**config.mk**
```make
export PLATFORM = sky130hd
export DESIGN_NAME = adaptive_lowpass_motion_magnitude_flat
export DESIGN_NICKNAME = d
export VERILOG_FILES = /design/src/design/almm_pkg.sv /design/src/design/almm_if.sv /design/src/design/almm_axis_lane.sv /design/src/design/almm_isqrt.sv /design/src/design/almm_mag_filter.sv /design/src/design/adaptive_lowpass_motion_magnitude.sv /design/src/flat_wrapper.sv
export SDC_FILE = /design/constraint.sdc
export NUM_CORES = 2
export LEC_CHECK = 0
export BUFFER_PORTS_ARGS = -buffer_cell sky130_fd_sc_hd__buf_2
export CORE_ASPECT_RATIO = 0.75
export CORE_MARGIN = 4
export CORE_UTILIZATION = 35
export CTS_CLUSTER_SIZE = 40
export DETAILED_ROUTE_END_ITERATION = 16
export PLACE_DENSITY_LB_ADDON = 0.05
export SYNTH_ARGS = -nofsm -noshare
export SYNTH_HDL_FRONTEND = slang
export SYNTH_SLANG_ARGS = --single-unit
```
**constraint.sdc**
```tcl
create_clock -name clk_i -period 11.15 [get_ports clk_i]
set_clock_uncertainty 0.2 [all_clocks]
set_input_delay 1.115 -clock clk_i [delete_from_list [all_inputs] [get_ports clk_i]]
set_output_delay 1.115 -clock clk_i [all_outputs]
set_load 0.03 [all_outputs]
```
**src/design/almm_pkg.sv**
```systemverilog
// almm_pkg: widths, register codes, control structs and the shared run-counter
// update for the adaptive low-pass motion magnitude block
// no dependencies
package almm_pkg;

  // sample width
  localparam int SAMPLE_BITS = 16;
  localparam int NUM_AXES    = 3;

  // axis datapath widths
  localparam int DIFF_W      = SAMPLE_BITS + 1;
  localparam int COEF_W      = 8;
  localparam int FRAC_W      = 8;
  localparam int CNT_W       = 7;
  localparam int CNT_SUM_W   = CNT_W + 1;
  localparam int THR_W       = 16;
  localparam int JCMP_W      = (DIFF_W > THR_W) ? DIFF_W : THR_W;
  localparam int AXIS_PROD_W = DIFF_W + COEF_W + 1;

  // magnitude datapath widths
  localparam int SQ_W        = 2 * SAMPLE_BITS;
  localparam int SUM_W       = SQ_W + 2;
  localparam int ROOT_W      = SUM_W / 2;
  localparam int REM_W       = ROOT_W + 2;
  localparam int ITER_W      = $clog2(ROOT_W);
  localparam int MAG_W       = 8;
  localparam int MAG_DIFF_W  = MAG_W + 1;
  localparam int MAG_SUM_W   = MAG_W + 2;
  localparam int MAG_PROD_W  = MAG_DIFF_W + COEF_W + 1;

  // fixed run-counter constants
  localparam logic [CNT_SUM_W-1:0]  RUN_STEP      = CNT_SUM_W'(5);
  localparam logic [MAG_DIFF_W-1:0] MAG_JUMP_DIFF = MAG_DIFF_W'(30);
  localparam logic [CNT_W-1:0]      MAG_RUN_LIMIT = CNT_W'(50);

  // configuration port
  localparam int CFG_IDX_W  = 3;
  localparam int CFG_DATA_W = 16;

  typedef enum logic [CFG_IDX_W-1:0] {
    CFG_AXIS_COEF_BASE  = 3'd0,
    CFG_AXIS_COEF_STEP  = 3'd1,
    CFG_AXIS_JUMP_THR   = 3'd2,
    CFG_AXIS_RUN_LIMIT  = 3'd3,
    CFG_MAG_COEF_BASE   = 3'd4,
    CFG_MAG_COEF_STEP   = 3'd5,
    CFG_MAG_UPPER_CLAMP = 3'd6,
    CFG_MAG_FLOOR_CUT   = 3'd7
  } cfg_idx_e;

  // register reset values
  localparam logic [COEF_W-1:0] RST_AXIS_COEF_BASE  = COEF_W'(30);
  localparam logic [COEF_W-1:0] RST_AXIS_COEF_STEP  = COEF_W'(5);
  localparam logic [THR_W-1:0]  RST_AXIS_JUMP_THR   = THR_W'(300);
  localparam logic [CNT_W-1:0]  RST_AXIS_RUN_LIMIT  = CNT_W'(30);
  localparam logic [COEF_W-1:0] RST_MAG_COEF_BASE   = COEF_W'(80);
  localparam logic [COEF_W-1:0] RST_MAG_COEF_STEP   = COEF_W'(20);
  localparam logic [MAG_W-1:0]  RST_MAG_UPPER_CLAMP = MAG_W'(200);
  localparam logic [MAG_W-1:0]  RST_MAG_FLOOR_CUT   = MAG_W'(5);

  typedef struct packed {
    logic [COEF_W-1:0] coef_base;
    logic [COEF_W-1:0] coef_step;
    logic [THR_W-1:0]  jump_thr;
    logic [CNT_W-1:0]  run_limit;
  } axis_cfg_t;

  typedef struct packed {
    logic [COEF_W-1:0] coef_base;
    logic [COEF_W-1:0] coef_step;
    logic [MAG_W-1:0]  upper_clamp;
    logic [MAG_W-1:0]  floor_cut;
  } mag_cfg_t;

  typedef struct packed {
    logic adapt;
    logic scale;
    logic square;
  } lane_ctl_t;

  typedef struct packed {
    logic adapt;
    logic scale;
  } mag_ctl_t;

  typedef struct packed {
    logic              flag;
    logic [CNT_W-1:0]  cnt;
    logic [COEF_W-1:0] coef;
  } run_state_t;

  typedef enum logic [3:0] {
    ST_IDLE,
    ST_ADAPT,
    ST_SCALE,
    ST_SQUARE,
    ST_SUM,
    ST_ROOT,
    ST_MAG_ADAPT,
    ST_MAG_SCALE,
    ST_DONE
  } state_e;

  // direction-run tracking shared by the axis lanes and the magnitude filter
  function automatic run_state_t adapt_run(run_state_t cur, logic rise, logic jump,
                                           logic [CNT_W-1:0] limit,
                                           logic [COEF_W-1:0] base,
                                           logic [COEF_W-1:0] step);
    run_state_t nxt;
    logic [CNT_SUM_W-1:0] cnt_sum;
    nxt = cur;
    cnt_sum = {1'b0, cur.cnt} + CNT_SUM_W'(1) + (jump ? RUN_STEP : '0);
    if (rise == cur.flag) begin
      if (cnt_sum > {1'b0, limit}) begin
        nxt.coef = cur.coef + step;
        nxt.cnt  = '0;
      end else begin
        nxt.cnt = cnt_sum[CNT_W-1:0];
      end
    end else begin
      nxt.cnt  = '0;
      nxt.coef = base;
    end
    nxt.flag = rise;
    return nxt;
  endfunction

endpackage

```
**src/design/almm_if.sv**
```systemverilog
// almm channel interfaces: sample input, result output and register write
// depends on almm_pkg
interface almm_sample_if import almm_pkg::*; ();
  logic                          valid;
  logic                          ready;
  logic signed [SAMPLE_BITS-1:0] accel_x;
  logic signed [SAMPLE_BITS-1:0] accel_y;
  logic signed [SAMPLE_BITS-1:0] accel_z;
  modport source(output valid, accel_x, accel_y, accel_z, input ready);
  modport sink(input valid, accel_x, accel_y, accel_z, output ready);
endinterface

interface almm_result_if import almm_pkg::*; ();
  logic                          valid;
  logic                          ready;
  logic signed [SAMPLE_BITS-1:0] smooth_x;
  logic signed [SAMPLE_BITS-1:0] smooth_y;
  logic signed [SAMPLE_BITS-1:0] smooth_z;
  logic [MAG_W-1:0]              motion_magnitude;
  modport source(output valid, smooth_x, smooth_y, smooth_z, motion_magnitude,
                 input ready);
  modport sink(input valid, smooth_x, smooth_y, smooth_z, motion_magnitude,
               output ready);
endinterface

interface almm_cfg_if import almm_pkg::*; ();
  logic                  valid;
  logic                  ready;
  logic [CFG_IDX_W-1:0]  index;
  logic [CFG_DATA_W-1:0] wdata;
  modport source(output valid, index, wdata, input ready);
  modport sink(input valid, index, wdata, output ready);
endinterface

```
**src/design/almm_axis_lane.sv**
```systemverilog
// almm_axis_lane: one axis of adaptive low-pass filtering plus the squared change
// depends on almm_pkg
module almm_axis_lane import almm_pkg::*; (
  input  logic                          clk_i,
  input  logic                          rst_ni,
  input  lane_ctl_t                     ctl_i,
  input  axis_cfg_t                     cfg_i,
  input  logic signed [SAMPLE_BITS-1:0] sample_i,
  output logic signed [SAMPLE_BITS-1:0] smooth_o,
  output logic [SQ_W-1:0]               sq_o
);

  logic signed [SAMPLE_BITS-1:0] prev_q, prev_d;
  run_state_t                    run_q, run_d;
  logic signed [DIFF_W-1:0]      diff_q, diff_d;
  logic signed [DIFF_W-1:0]      chg_q;
  logic [SQ_W-1:0]               sq_q;

  logic                          rise;
  logic [DIFF_W-1:0]             abs_diff;
  logic                          jump;
  logic signed [AXIS_PROD_W-1:0] prod;
  logic signed [AXIS_PROD_W-1:0] biased;
  logic signed [DIFF_W-1:0]      quo;
  logic [DIFF_W-1:0]             new_val;
  logic [DIFF_W-1:0]             abs_chg;
  logic [SAMPLE_BITS-1:0]        chg_mag;

  // direction tracking
  always_comb begin
    diff_d   = {sample_i[SAMPLE_BITS-1], sample_i} - {prev_q[SAMPLE_BITS-1], prev_q};
    rise     = !diff_d[DIFF_W-1] && (diff_d != '0);
    abs_diff = diff_d[DIFF_W-1] ? (~diff_d + 1'b1) : diff_d;
    jump     = JCMP_W'(abs_diff) > JCMP_W'(cfg_i.jump_thr);
    run_d    = adapt_run(run_q, rise, jump, cfg_i.run_limit, cfg_i.coef_base,
                         cfg_i.coef_step);
  end

  // scaled step, division by 256 rounds toward zero
  always_comb begin
    prod    = diff_q * $signed({1'b0, run_q.coef});
    biased  = prod + $signed({{(AXIS_PROD_W-FRAC_W){1'b0}},
                              {FRAC_W{prod[AXIS_PROD_W-1]}}});
    quo     = biased[DIFF_W+FRAC_W-1:FRAC_W];
    new_val = {prev_q[SAMPLE_BITS-1], prev_q} + quo;
    prev_d  = new_val[SAMPLE_BITS-1:0];
    abs_chg = chg_q[DIFF_W-1] ? (~chg_q + 1'b1) : chg_q;
    chg_mag = abs_chg[SAMPLE_BITS-1:0];
  end

  always_ff @(posedge clk_i or negedge rst_ni) begin
    if (!rst_ni) begin
      prev_q <= '0;
      run_q  <= '0;
    end else begin
      if (ctl_i.adapt) run_q <= run_d;
      if (ctl_i.scale) prev_q <= prev_d;
    end
  end

  always_ff @(posedge clk_i) begin
    if (ctl_i.adapt)  diff_q <= diff_d;
    if (ctl_i.scale)  chg_q  <= quo;
    if (ctl_i.square) sq_q   <= SQ_W'(chg_mag) * SQ_W'(chg_mag);
  end

  assign smooth_o = prev_q;
  assign sq_o     = sq_q;

endmodule

```
**src/design/almm_isqrt.sv**
```systemverilog
// almm_isqrt: restoring floor square root, one root bit per cycle
// depends on almm_pkg
module almm_isqrt import almm_pkg::*; (
  input  logic              clk_i,
  input  logic              rst_ni,
  input  logic              start_i,
  input  logic [SUM_W-1:0]  radicand_i,
  output logic              done_o,
  output logic [ROOT_W-1:0] root_o
);

  logic              busy_q, busy_d;
  logic              done_q, done_d;
  logic [ITER_W-1:0] cnt_q, cnt_d;
  logic [SUM_W-1:0]  rad_q, rad_d;
  logic [REM_W-1:0]  rem_q, rem_d;
  logic [ROOT_W-1:0] root_q, root_d;

  logic [REM_W-1:0]  rem_sh;
  logic [REM_W-1:0]  trial;

  always_comb begin
    busy_d = busy_q;
    done_d = 1'b0;
    cnt_d  = cnt_q;
    rad_d  = rad_q;
    rem_d  = rem_q;
    root_d = root_q;
    rem_sh = {rem_q[REM_W-3:0], rad_q[SUM_W-1:SUM_W-2]};
    trial  = {root_q, 2'b01};
    if (start_i) begin
      busy_d = 1'b1;
      cnt_d  = ITER_W'(ROOT_W - 1);
      rad_d  = radicand_i;
      rem_d  = '0;
      root_d = '0;
    end else if (busy_q) begin
      rad_d = {rad_q[SUM_W-3:0], 2'b00};
      if (rem_sh >= trial) begin
        rem_d  = rem_sh - trial;
        root_d = {root_q[ROOT_W-2:0], 1'b1};
      end else begin
        rem_d  = rem_sh;
        root_d = {root_q[ROOT_W-2:0], 1'b0};
      end
      if (cnt_q == '0) begin
        busy_d = 1'b0;
        done_d = 1'b1;
      end else begin
        cnt_d = cnt_q - 1'b1;
      end
    end
  end

  always_ff @(posedge clk_i or negedge rst_ni) begin
    if (!rst_ni) begin
      busy_q <= 1'b0;
      done_q <= 1'b0;
      cnt_q  <= '0;
    end else begin
      busy_q <= busy_d;
      done_q <= done_d;
      cnt_q  <= cnt_d;
    end
  end

  always_ff @(posedge clk_i) begin
    rad_q  <= rad_d;
    rem_q  <= rem_d;
    root_q <= root_d;
  end

  assign done_o = done_q;
  assign root_o = root_q;

endmodule

```
**src/design/almm_mag_filter.sv**
```systemverilog
// almm_mag_filter: clamp, adaptive low-pass and floor cut of the raw magnitude
// depends on almm_pkg
module almm_mag_filter import almm_pkg::*; (
  input  logic              clk_i,
  input  logic              rst_ni,
  input  mag_ctl_t          ctl_i,
  input  mag_cfg_t          cfg_i,
  input  logic [ROOT_W-1:0] root_i,
  output logic [MAG_W-1:0]  mag_o
);

  logic [MAG_W-1:0]             prev_q, prev_d;
  run_state_t                   run_q, run_d;
  logic signed [MAG_DIFF_W-1:0] diff_q, diff_d;

  logic [MAG_W-1:0]             raw;
  logic                         rise;
  logic [MAG_DIFF_W-1:0]        abs_diff;
  logic                         jump;
  logic signed [MAG_PROD_W-1:0] prod;
  logic signed [MAG_PROD_W-1:0] biased;
  logic signed [MAG_DIFF_W-1:0] quo;
  logic [MAG_SUM_W-1:0]         new_val;

  always_comb begin
    raw      = (root_i > ROOT_W'(cfg_i.upper_clamp)) ? cfg_i.upper_clamp
                                                     : root_i[MAG_W-1:0];
    diff_d   = {1'b0, raw} - {1'b0, prev_q};
    rise     = !diff_d[MAG_DIFF_W-1] && (diff_d != '0);
    abs_diff = diff_d[MAG_DIFF_W-1] ? (~diff_d + 1'b1) : diff_d;
    jump     = abs_diff > MAG_JUMP_DIFF;
    if (diff_d == '0) begin
      // no change: restart the run, keep the direction
      run_d      = run_q;
      run_d.cnt  = '0;
      run_d.coef = cfg_i.coef_base;
    end else begin
      run_d = adapt_run(run_q, rise, jump, MAG_RUN_LIMIT, cfg_i.coef_base,
                        cfg_i.coef_step);
    end
  end

  always_comb begin
    prod    = diff_q * $signed({1'b0, run_q.coef});
    biased  = prod + $signed({{(MAG_PROD_W-FRAC_W){1'b0}},
                              {FRAC_W{prod[MAG_PROD_W-1]}}});
    quo     = biased[MAG_DIFF_W+FRAC_W-1:FRAC_W];
    new_val = {2'b00, prev_q} + {quo[MAG_DIFF_W-1], quo};
    prev_d  = (new_val[MAG_W-1:0] < cfg_i.floor_cut) ? '0 : new_val[MAG_W-1:0];
  end

  always_ff @(posedge clk_i or negedge rst_ni) begin
    if (!rst_ni) begin
      prev_q <= '0;
      run_q  <= '0;
    end else begin
      if (ctl_i.adapt) run_q <= run_d;
      if (ctl_i.scale) prev_q <= prev_d;
    end
  end

  always_ff @(posedge clk_i) begin
    if (ctl_i.adapt) diff_q <= diff_d;
  end

  assign mag_o = prev_q;

endmodule

```
**src/design/adaptive_lowpass_motion_magnitude.sv**
```systemverilog
// adaptive_lowpass_motion_magnitude: top level, sequencer, registers, output beat
// depends on almm_pkg, almm_if, almm_axis_lane, almm_isqrt, almm_mag_filter
// sequence: an accepted sample beat steps through adapt, scale, square, sum, the
// bit-serial square root, magnitude adapt and magnitude scale; one sample at a time
// the result sits in an output register, so a new sample is taken while it waits
// reset: filter state, run counters and coefficients clear, registers take defaults
module adaptive_lowpass_motion_magnitude import almm_pkg::*; (
  input  logic                 clk_i,
  input  logic                 rst_ni,
  almm_sample_if.sink          sample_i,
  almm_result_if.source        result_o,
  almm_cfg_if.sink             cfg_i
);

  // configuration registers
  axis_cfg_t axis_cfg_q;
  mag_cfg_t  mag_cfg_q;

  always_ff @(posedge clk_i or negedge rst_ni) begin
    if (!rst_ni) begin
      axis_cfg_q.coef_base <= RST_AXIS_COEF_BASE;
      axis_cfg_q.coef_step <= RST_AXIS_COEF_STEP;
      axis_cfg_q.jump_thr  <= RST_AXIS_JUMP_THR;
      axis_cfg_q.run_limit <= RST_AXIS_RUN_LIMIT;
      mag_cfg_q.coef_base   <= RST_MAG_COEF_BASE;
      mag_cfg_q.coef_step   <= RST_MAG_COEF_STEP;
      mag_cfg_q.upper_clamp <= RST_MAG_UPPER_CLAMP;
      mag_cfg_q.floor_cut   <= RST_MAG_FLOOR_CUT;
    end else if (cfg_i.valid) begin
      case (cfg_idx_e'(cfg_i.index))
        CFG_AXIS_COEF_BASE:  axis_cfg_q.coef_base   <= cfg_i.wdata[COEF_W-1:0];
        CFG_AXIS_COEF_STEP:  axis_cfg_q.coef_step   <= cfg_i.wdata[COEF_W-1:0];
        CFG_AXIS_JUMP_THR:   axis_cfg_q.jump_thr    <= cfg_i.wdata[THR_W-1:0];
        CFG_AXIS_RUN_LIMIT:  axis_cfg_q.run_limit   <= cfg_i.wdata[CNT_W-1:0];
        CFG_MAG_COEF_BASE:   mag_cfg_q.coef_base    <= cfg_i.wdata[COEF_W-1:0];
        CFG_MAG_COEF_STEP:   mag_cfg_q.coef_step    <= cfg_i.wdata[COEF_W-1:0];
        CFG_MAG_UPPER_CLAMP: mag_cfg_q.upper_clamp  <= cfg_i.wdata[MAG_W-1:0];
        CFG_MAG_FLOOR_CUT:   mag_cfg_q.floor_cut    <= cfg_i.wdata[MAG_W-1:0];
        default: ;
      endcase
    end
  end

  // register writes complete at once
  assign cfg_i.ready = 1'b1;

  // sequencer
  state_e state_q, state_d;
  logic   in_beat;
  logic   root_done;
  logic   out_load;
  logic   root_start;
  lane_ctl_t lane_ctl;
  mag_ctl_t  mag_ctl;
  logic   out_valid_q, out_valid_d;

  assign in_beat = sample_i.valid && sample_i.ready;

  always_comb begin
    state_d = state_q;
    case (state_q)
      ST_IDLE:      if (in_beat) state_d = ST_ADAPT;
      ST_ADAPT:     state_d = ST_SCALE;
      ST_SCALE:     state_d = ST_SQUARE;
      ST_SQUARE:    state_d = ST_SUM;
      ST_SUM:       state_d = ST_ROOT;
      ST_ROOT:      if (root_done) state_d = ST_MAG_ADAPT;
      ST_MAG_ADAPT: state_d = ST_MAG_SCALE;
      ST_MAG_SCALE: state_d = ST_DONE;
      ST_DONE:      if (!out_valid_q || result_o.ready) state_d = ST_IDLE;
      default:      state_d = ST_IDLE;
    endcase
  end

  always_comb begin
    sample_i.ready  = (state_q == ST_IDLE);
    lane_ctl.adapt  = (state_q == ST_ADAPT);
    lane_ctl.scale  = (state_q == ST_SCALE);
    lane_ctl.square = (state_q == ST_SQUARE);
    root_start      = (state_q == ST_SUM);
    mag_ctl.adapt   = (state_q == ST_MAG_ADAPT);
    mag_ctl.scale   = (state_q == ST_MAG_SCALE);
    // result moves to the output register once the previous beat is gone
    out_load        = (state_q == ST_DONE) && (!out_valid_q || result_o.ready);
  end

  always_ff @(posedge clk_i or negedge rst_ni) begin
    if (!rst_ni) begin
      state_q <= ST_IDLE;
    end else begin
      state_q <= state_d;
    end
  end

  // captured sample, one entry per axis
  logic signed [SAMPLE_BITS-1:0] sample_q [NUM_AXES];

  always_ff @(posedge clk_i) begin
    if (in_beat) begin
      sample_q[0] <= sample_i.accel_x;
      sample_q[1] <= sample_i.accel_y;
      sample_q[2] <= sample_i.accel_z;
    end
  end

  // axis lanes run side by side
  logic signed [SAMPLE_BITS-1:0] smooth [NUM_AXES];
  logic [SQ_W-1:0]               sq     [NUM_AXES];

  for (genvar a = 0; a < NUM_AXES; a++) begin : g_lane
    almm_axis_lane u_lane (
      .clk_i    (clk_i),
      .rst_ni   (rst_ni),
      .ctl_i    (lane_ctl),
      .cfg_i    (axis_cfg_q),
      .sample_i (sample_q[a]),
      .smooth_o (smooth[a]),
      .sq_o     (sq[a])
    );
  end

  // merge: exact sum of squared changes into the root unit
  logic [SUM_W-1:0]  sum_sq;
  logic [ROOT_W-1:0] root;
  logic [MAG_W-1:0]  mag;

  assign sum_sq = SUM_W'(sq[0]) + SUM_W'(sq[1]) + SUM_W'(sq[2]);

  almm_isqrt u_isqrt (
    .clk_i      (clk_i),
    .rst_ni     (rst_ni),
    .start_i    (root_start),
    .radicand_i (sum_sq),
    .done_o     (root_done),
    .root_o     (root)
  );

  almm_mag_filter u_mag (
    .clk_i  (clk_i),
    .rst_ni (rst_ni),
    .ctl_i  (mag_ctl),
    .cfg_i  (mag_cfg_q),
    .root_i (root),
    .mag_o  (mag)
  );

  // output register
  logic signed [SAMPLE_BITS-1:0] out_x_q, out_y_q, out_z_q;
  logic [MAG_W-1:0]              out_mag_q;

  always_comb begin
    out_valid_d = out_valid_q;
    if (out_load) begin
      out_valid_d = 1'b1;
    end else if (result_o.ready) begin
      out_valid_d = 1'b0;
    end
  end

  always_ff @(posedge clk_i or negedge rst_ni) begin
    if (!rst_ni) begin
      out_valid_q <= 1'b0;
    end else begin
      out_valid_q <= out_valid_d;
    end
  end

  always_ff @(posedge clk_i) begin
    if (out_load) begin
      out_x_q   <= smooth[0];
      out_y_q   <= smooth[1];
      out_z_q   <= smooth[2];
      out_mag_q <= mag;
    end
  end

  assign result_o.valid            = out_valid_q;
  assign result_o.smooth_x         = out_x_q;
  assign result_o.smooth_y         = out_y_q;
  assign result_o.smooth_z         = out_z_q;
  assign result_o.motion_magnitude = out_mag_q;

endmodule

```
**src/flat_wrapper.sv**
```systemverilog
// flat-port wrapper written by rule: the top's interface ports become plain ports
module adaptive_lowpass_motion_magnitude_flat import almm_pkg::*;
  (clk_i, rst_ni, sample_i_valid, sample_i_accel_x, sample_i_accel_y, sample_i_accel_z, sample_i_ready, result_o_valid, result_o_smooth_x, result_o_smooth_y, result_o_smooth_z, result_o_motion_magnitude, result_o_ready, cfg_i_valid, cfg_i_index, cfg_i_wdata, cfg_i_ready);
  almm_sample_if sample_i_i ();
  almm_result_if result_o_i ();
  almm_cfg_if cfg_i_i ();
  input  logic clk_i;
  input  logic rst_ni;
  input wire logic [$bits(sample_i_i.valid)-1:0] sample_i_valid;
  input wire logic [$bits(sample_i_i.accel_x)-1:0] sample_i_accel_x;
  input wire logic [$bits(sample_i_i.accel_y)-1:0] sample_i_accel_y;
  input wire logic [$bits(sample_i_i.accel_z)-1:0] sample_i_accel_z;
  output wire logic [$bits(sample_i_i.ready)-1:0] sample_i_ready;
  output wire logic [$bits(result_o_i.valid)-1:0] result_o_valid;
  output wire logic [$bits(result_o_i.smooth_x)-1:0] result_o_smooth_x;
  output wire logic [$bits(result_o_i.smooth_y)-1:0] result_o_smooth_y;
  output wire logic [$bits(result_o_i.smooth_z)-1:0] result_o_smooth_z;
  output wire logic [$bits(result_o_i.motion_magnitude)-1:0] result_o_motion_magnitude;
  input wire logic [$bits(result_o_i.ready)-1:0] result_o_ready;
  input wire logic [$bits(cfg_i_i.valid)-1:0] cfg_i_valid;
  input wire logic [$bits(cfg_i_i.index)-1:0] cfg_i_index;
  input wire logic [$bits(cfg_i_i.wdata)-1:0] cfg_i_wdata;
  output wire logic [$bits(cfg_i_i.ready)-1:0] cfg_i_ready;
  assign sample_i_i.valid = sample_i_valid;
  assign sample_i_i.accel_x = sample_i_accel_x;
  assign sample_i_i.accel_y = sample_i_accel_y;
  assign sample_i_i.accel_z = sample_i_accel_z;
  assign sample_i_ready = sample_i_i.ready;
  assign result_o_valid = result_o_i.valid;
  assign result_o_smooth_x = result_o_i.smooth_x;
  assign result_o_smooth_y = result_o_i.smooth_y;
  assign result_o_smooth_z = result_o_i.smooth_z;
  assign result_o_motion_magnitude = result_o_i.motion_magnitude;
  assign result_o_i.ready = result_o_ready;
  assign cfg_i_i.valid = cfg_i_valid;
  assign cfg_i_i.index = cfg_i_index;
  assign cfg_i_i.wdata = cfg_i_wdata;
  assign cfg_i_ready = cfg_i_i.ready;
  adaptive_lowpass_motion_magnitude u_core (.clk_i(clk_i), .rst_ni(rst_ni), .sample_i(sample_i_i), .result_o(result_o_i), .cfg_i(cfg_i_i));
endmodule
```
# --- Word-level counts from Yosys, hierarchy flattened ---
# Memories as Yosys holds them, arrays and structs flattened.
# Cells that the tools add are included.
word_totals:
  regBits: 534
  ram_bits: 48
  input_bits: 72
  output_inout_bits: 59
  wordCells: 219
  n_memories: 1
classes:
  addsub: 35
  multipliers: 7
  magnitude_cmp: 11
  n_eq_ne: 27
  muxes: 47
  n_bitwise: 8
  reduce_logical: 37
memory_table:
  columns: ["memory", "words", "word_bits", "rd", "rd_ports_with_merged_regs", "wr", "line_no", "source"]
  rows:
  - ["u_core.sample_q", 3, 16, 3, 0, 3, "adaptive_lowpass_motion_magnitude.sv:96", "logic signed [SAMPLE_BITS-1:0] sample_q [NUM_AXES];"]
op_table:
  columns: ["op", "count"]
  rows:
  - ["multiplier 16 x 16 -> 32 bit", 3]
  - ["multiplier 17 x 9 -> 26 bit", 3]
  - ["adder 25 x 9 -> 25 bit", 3]
  - ["2-to-1 mux 15 bit", 5]
  - ["2-to-1 mux 17 bit", 4]
  - ["2-to-1 mux 34 bit", 2]
  - ["adder 17 x 1 -> 17 bit (second input constant)", 3]
  - ["> comparator 17 x 16 -> 1 bit", 3]
  - ["inverter 17 bit", 3]
  - ["nonzero test 17 bit", 3]
  - ["subtractor 16 x 16 -> 17 bit", 3]
  - ["adder 16 x 1 -> 16 bit (second input constant)", 3]
  - ["adder 16 bit", 3]
  - ["2-to-1 mux 16 bit", 3]
  - ["2-to-1 mux 8 bit", 6]
  - ["inverter 16 bit", 3]
  - ["adder 8 bit", 5]
  - ["case mux 4 bit (9 select lines)", 1]
  - ["adder 34 x 32 -> 34 bit", 1]
  - ["adder 32 x 32 -> 33 bit", 1]
  - ["adder 7 x 1 -> 8 bit (second input constant)", 4]
  - ["adder 8 x 3 -> 8 bit", 4]
  - ["2-to-1 mux 7 bit", 4]
  - ["AND reduction 2 bit", 14]
  - ["40 further kinds", 85]

# --- Logic depth before layout (Yosys ltp) ---
depth:
  ltp_word: 13
  depth_mapped: 45
  mapped_depth_nobuf: 43

# --- Hierarchy ---
# Synthesis repeated with hierarchy kept, for this count alone.
hier_totals:
  cells_unflattened: 7832
  area_unflattened_um2: 74893.1
modules_own_cells:
  columns: ["mod", "instances", "cells_per_inst", "area_per_inst_um2", "seq_area_each_um2"]
  rows:
  - ["almm_axis_lane at u_core.g_lane[2].u_lane", 1, 2100, 18878.1, 2752.6]
  - ["almm_axis_lane at u_core.g_lane[1].u_lane", 1, 2040, 18811.8, 2752.6]
  - ["almm_axis_lane at u_core.g_lane[0].u_lane", 1, 2005, 18448.9, 2752.6]
  - ["adaptive_lowpass_motion_magnitude", 1, 575, 8476.9, 5053.6]
  - ["almm_mag_filter", 1, 728, 6234.7, 870.8]
  - ["almm_isqrt", 1, 384, 4042.6, 1876.8]

# --- Worst setup path before layout ---
# No wires, ideal clock.
synth_timing:
  path_type: "flip-flop to flip-flop"
  from: "register u_core.g_lane[1].u_lane.run_q[0] in the netlist's numbering"
  to: "register u_core.g_lane[1].u_lane.prev_q[14]"
  setup_ps: 120
  t_arrival_ps: 9308
  required_ps: 10830
  setup_slack_ps: 1522
  stages_incl_launch_ff: 40
  n_path_buf: 2
  period_less_slack_ps: 9628
  cell_sequence: "dfrtp_1 -> clkbuf_1 -> buf_1 -> nand2_1 -> fa_1 -> inv_1 -> fa_1 -> fa_1 -> inv_1 -> fa_1 -> inv_1 -> ha_1 -> o21a_1 -> or2_2 -> a311oi_2 -> o21bai_1 -> a21o_1 -> a21oi_1 -> [4 not listed] -> a211o_1 -> a21oi_1 -> a31oi_1 -> a211oi_1 -> xor2_1 -> fa_1 -> a21o_1 -> a21oi_1 -> o21bai_1 -> a21oi_1 -> nor2b_1 -> o21a_1 -> o21ai_0 -> a21oi_1 -> o21ai_0 -> a21boi_0 -> or3_1 -> a31o_2"
synth_via:
  elab_chain_len: 3
synth_rtl:
  columns: ["item", "line_no", "source"]
  rows:
  - ["start: declaration", "almm_axis_lane.sv:14", "run_state_t run_q, run_d;"]
  - ["start signal: assignment", "almm_axis_lane.sv:56", "if (ctl_i.adapt) run_q <= run_d;"]
  - ["multiplier 17 x 9 -> 26 bit", "almm_axis_lane.sv:41", "prod = diff_q * $signed({1'b0, run_q.coef});"]
  - ["adder 25 x 9 -> 25 bit", "almm_axis_lane.sv:42", "biased = prod + $signed({{(AXIS_PROD_W-FRAC_W){1'b0}},"]
  - ["named net u_core.g_lane[1].u_lane.biased[9]", "almm_axis_lane.sv:23", "logic signed [AXIS_PROD_W-1:0] biased;"]
  - ["adder 16 bit", "almm_axis_lane.sv:45", "new_val = {prev_q[SAMPLE_BITS-1], prev_q} + quo;"]
  - ["end signal: assignment", "almm_axis_lane.sv:57", "if (ctl_i.scale) prev_q <= prev_d;"]
  - ["end: declaration", "almm_axis_lane.sv:13", "logic signed [SAMPLE_BITS-1:0] prev_q, prev_d;"]
# The timed path passes the listed nets, and every way through them passes these cells.
# A chain may end at the register's enable or synchronous reset.

# --- Worst setup path in the final report ---
layout_timing:
  from: "register u_core.g_lane[2].u_lane.run_q[0] in the netlist's numbering"
  to: "register u_core.g_lane[2].u_lane.prev_q[15]"
layout_via:
  elab_chain_len: 3
layout_rtl:
  columns: ["item", "line_no"]
  rows:
  - ["start: declaration", "almm_axis_lane.sv:14"]
  - ["start signal: assignment", "almm_axis_lane.sv:56"]
  - ["multiplier 17 x 9 -> 26 bit", "almm_axis_lane.sv:41"]
  - ["adder 25 x 9 -> 25 bit", "almm_axis_lane.sv:42"]
  - ["named net u_core.g_lane[2].u_lane.biased[13]", "almm_axis_lane.sv:23"]
  - ["adder 16 bit", "almm_axis_lane.sv:45"]
  - ["end signal: assignment", "almm_axis_lane.sv:57"]
  - ["end: declaration", "almm_axis_lane.sv:13"]
# The timed path passes the listed nets, and every way through them passes these cells.

==> out/results.ini <==
[run_status]
status=complete, no violations

[routing]
wire_per_inst_microns=20.30
ant_nets=0
drt_iter0_markers=3296
vias=53407
routed_wl_microns=221300
drcViolationCount=0
viasPerCell=4.899
firstDrtPassIters=7

[floorplanning]
die_area_sq_um=217900
num_io_pins=131
die_h_microns=405.3
die_w_microns=537.7
rows=145
core_sq_um=208800
initial_core_util=0.3527

[clocking]
clock-root-buffer=clkbuf_16
cts_sinks=579
path_clk_slew_ns=0.06
cts_tree=built
ctsHoldBuffers=0
insertion_delay_ns=0.73
cts_buffer_depth=3
numCtsBuffers=76
h-tree-depth=3

[grt]
grt_antenna_before_repair=11
grt_pass1_vias=55135
grt_start_max_net_pins=73
grt_overflow=0
grt_pass1_wl_microns=343200
grt_usage=0.2060

[layout]
layout_common_cells=inv_1, fa_1, ha_1
final_nets=9819
instances_no_fill=10901
syn2layout_area_growth_pct=9.673
final_common_cell=inv_1
drive_gt1_frac=0.06342

[sta]
period_needed_ns=10.30
hold_viol=0
slew_violations=0
min_period_over_period=0.9237
setup_viol=0
finalSetupTns_ns=0
max_clock_freq_mhz=97.09
rsz0062_at_grt=no
relSlewSlack=0.1524
worst_slew_pin_slew_ns=1.262

[worst_setup_path]
critical_path_required_ns=11.59
crit_start=u_core.g_lane[2].u_lane.run_q[0]$_DFFE_PN0P_
path_class=flop to flop
startpoint_type=flop
slowest_delay_ns=0.64
critPathArrivalTime_ns=10.74
cp-end-kind=flop
slowest_stage=dfrtp_1
cp_max_fo=14
rr_startpoint=u_core.g_lane[2].u_lane.run_q[0]$_DFFE_PN0P_

[synth]
syn_area_sq_um=73650
ys_types=98
synth_top_area_frac=0.2416
synth.area.top_cells=fa_1, edfxtp_1, ha_1
ys.flop_type=edfxtp_1
ys_ff_latch=579
avgSynthCellArea_sq_um=9.349
ys_warn_count=0
synth_edf_count=342
synthArstFlopShare=0.3506
synth_nets=9655
ys_seq_area_frac=0.2180
synth_top_area_cell=fa_1
synth_cells=7878

[hold_path]
hp-class=input port to async pin

[place]
dp_hpwl_microns=181500
routabilityCongestion=0.8462
place.port_buffers=129
dp_cells=10757

[job]
cap_violations=0

cells by family (layout without fill, tap and decap cells):
logic type      count (synthesis)  in the layout  synth area share
xor+xnor                      505            505           0.06053
mux                           110            110           0.01599
flops                         579            579            0.2180
buf+inv                      1738           1965           0.08875
fa+ha+maj                    1705           1705            0.3803
other cells                     1              4        0.00005092
simple gates                 2034           2034            0.1312
compound gates               1206           1206            0.1052
per-layer routing:
layer | track usage | wire, microns | vias to the layer above
li1 | - | - | 25846
met1 | 0.3260 | 117800 | 26561
met2 | 0.3007 | 90900 | 859
met3 | 0.02822 | 9376 | 141
met4 | 0.03080 | 3214 | 0
met5 | 0 | 0 | -
per-stage QoR:
| stage | hold slack, ns | setup WS, ns | utilization | instance area [sq um] |
|---|---|---|---|---|
| finish | 0.09548 | 0.8504 | 0.3868 | 80780 |
| global route | 0.06227 | 0.04355 | 0.3868 | 80770 |
| global placement | 0.2600 | 0.8947 | 0.3741 | 78110 |
| CTS | 0.02613 | 0.7252 | 0.3868 | 80760 |
| detailed placement | 0.2669 | 0.8118 | 0.3741 | 78110 |
| floorplan | 0.2249 | 1.522 | - | 73650 |
final timing paths:
kind                                                                    endpoint  slack (ns)  depth (start not counted)
max in group asynchronous        u_core.g_lane[1].u_lane.smooth_o[1]$_DFFE_PN0P_        8.67                          3
worst min-delay path             u_core.g_lane[2].u_lane.smooth_o[2]$_DFFE_PN0P_         0.1                          1
min in group clk_i                  u_core.g_lane[2].u_lane.run_q[8]$_DFFE_PN0P_        0.28                          2
worst max register to register  u_core.g_lane[2].u_lane.smooth_o[15]$_DFFE_PN0P_        0.85                         39
worst max-delay path            u_core.g_lane[2].u_lane.smooth_o[15]$_DFFE_PN0P_        0.85                         39
worst min register to register      u_core.g_lane[2].u_lane.run_q[8]$_DFFE_PN0P_        0.28                          2
flip-flops by register name, summed over array words and instances, names as in the netlist, 34 cells and up:
signal                         cells
u_core.g_lane.u_lane.diff_q       51
u_core.g_lane.u_lane.smooth_o     48
u_core.g_lane.u_lane.chg_q        51
u_core.u_isqrt.rad_q              34
u_core.g_lane.u_lane.sq_o         93
u_core.axis_cfg_q                 39
u_core.g_lane.u_lane.run_q        48
u_core.sample_q                   48
cell type report:
cell class                 instances  area (sq um)
antenna                            3         7.507
clock buffer                     102          2133
clock inverter                    39         515.5
fill                           20973        128000
inverter                        1581          5938
multi-input combinational       5561         51120
sequential                       579         16060
tap                             2793          3495
timing repair buffer             243          1511
Yosys cell counts (all sizes together) (24+ instances only):
cell type and n:
o31ai 46, o21ai 291, a211oi 43, o21a 83
nor2 504, inv 1555, a21o 128, mux2i 52
xor2 173, o22ai 24, nand2b 77, clkinv 26
nor3 98, nor2b 65, fa 889, clkbuf 144
or2 25, xnor2 330, edfxtp 342, nand3 73
o21bai 62, dfxtp 34, and2 304, a21oi 309
nand4 42, dfrtp 180, or3 33, and3 45
ha 816, mux2 58, nand2 694, a31oi 38
critical path: cells and delay by family, from the launching register on:
family / cells / cell delay [ns]
compound gates: 14 / 2.95
xor+xnor: 4 / 1.08
fa+ha+maj: 7 / 3.00
buf+inv: 4 / 0.36
flops: 1 / 0.64
simple gates: 10 / 2.00
repair_timing:
item                                    in CTS  in global routing
resized for setup                            0                  1
endpoints found under the setup margin       0                  1
buffers inserted                             0                  0
Power is not shown: default switching activity piles up to over one toggle a cycle in this logic, so the estimate is an artifact.
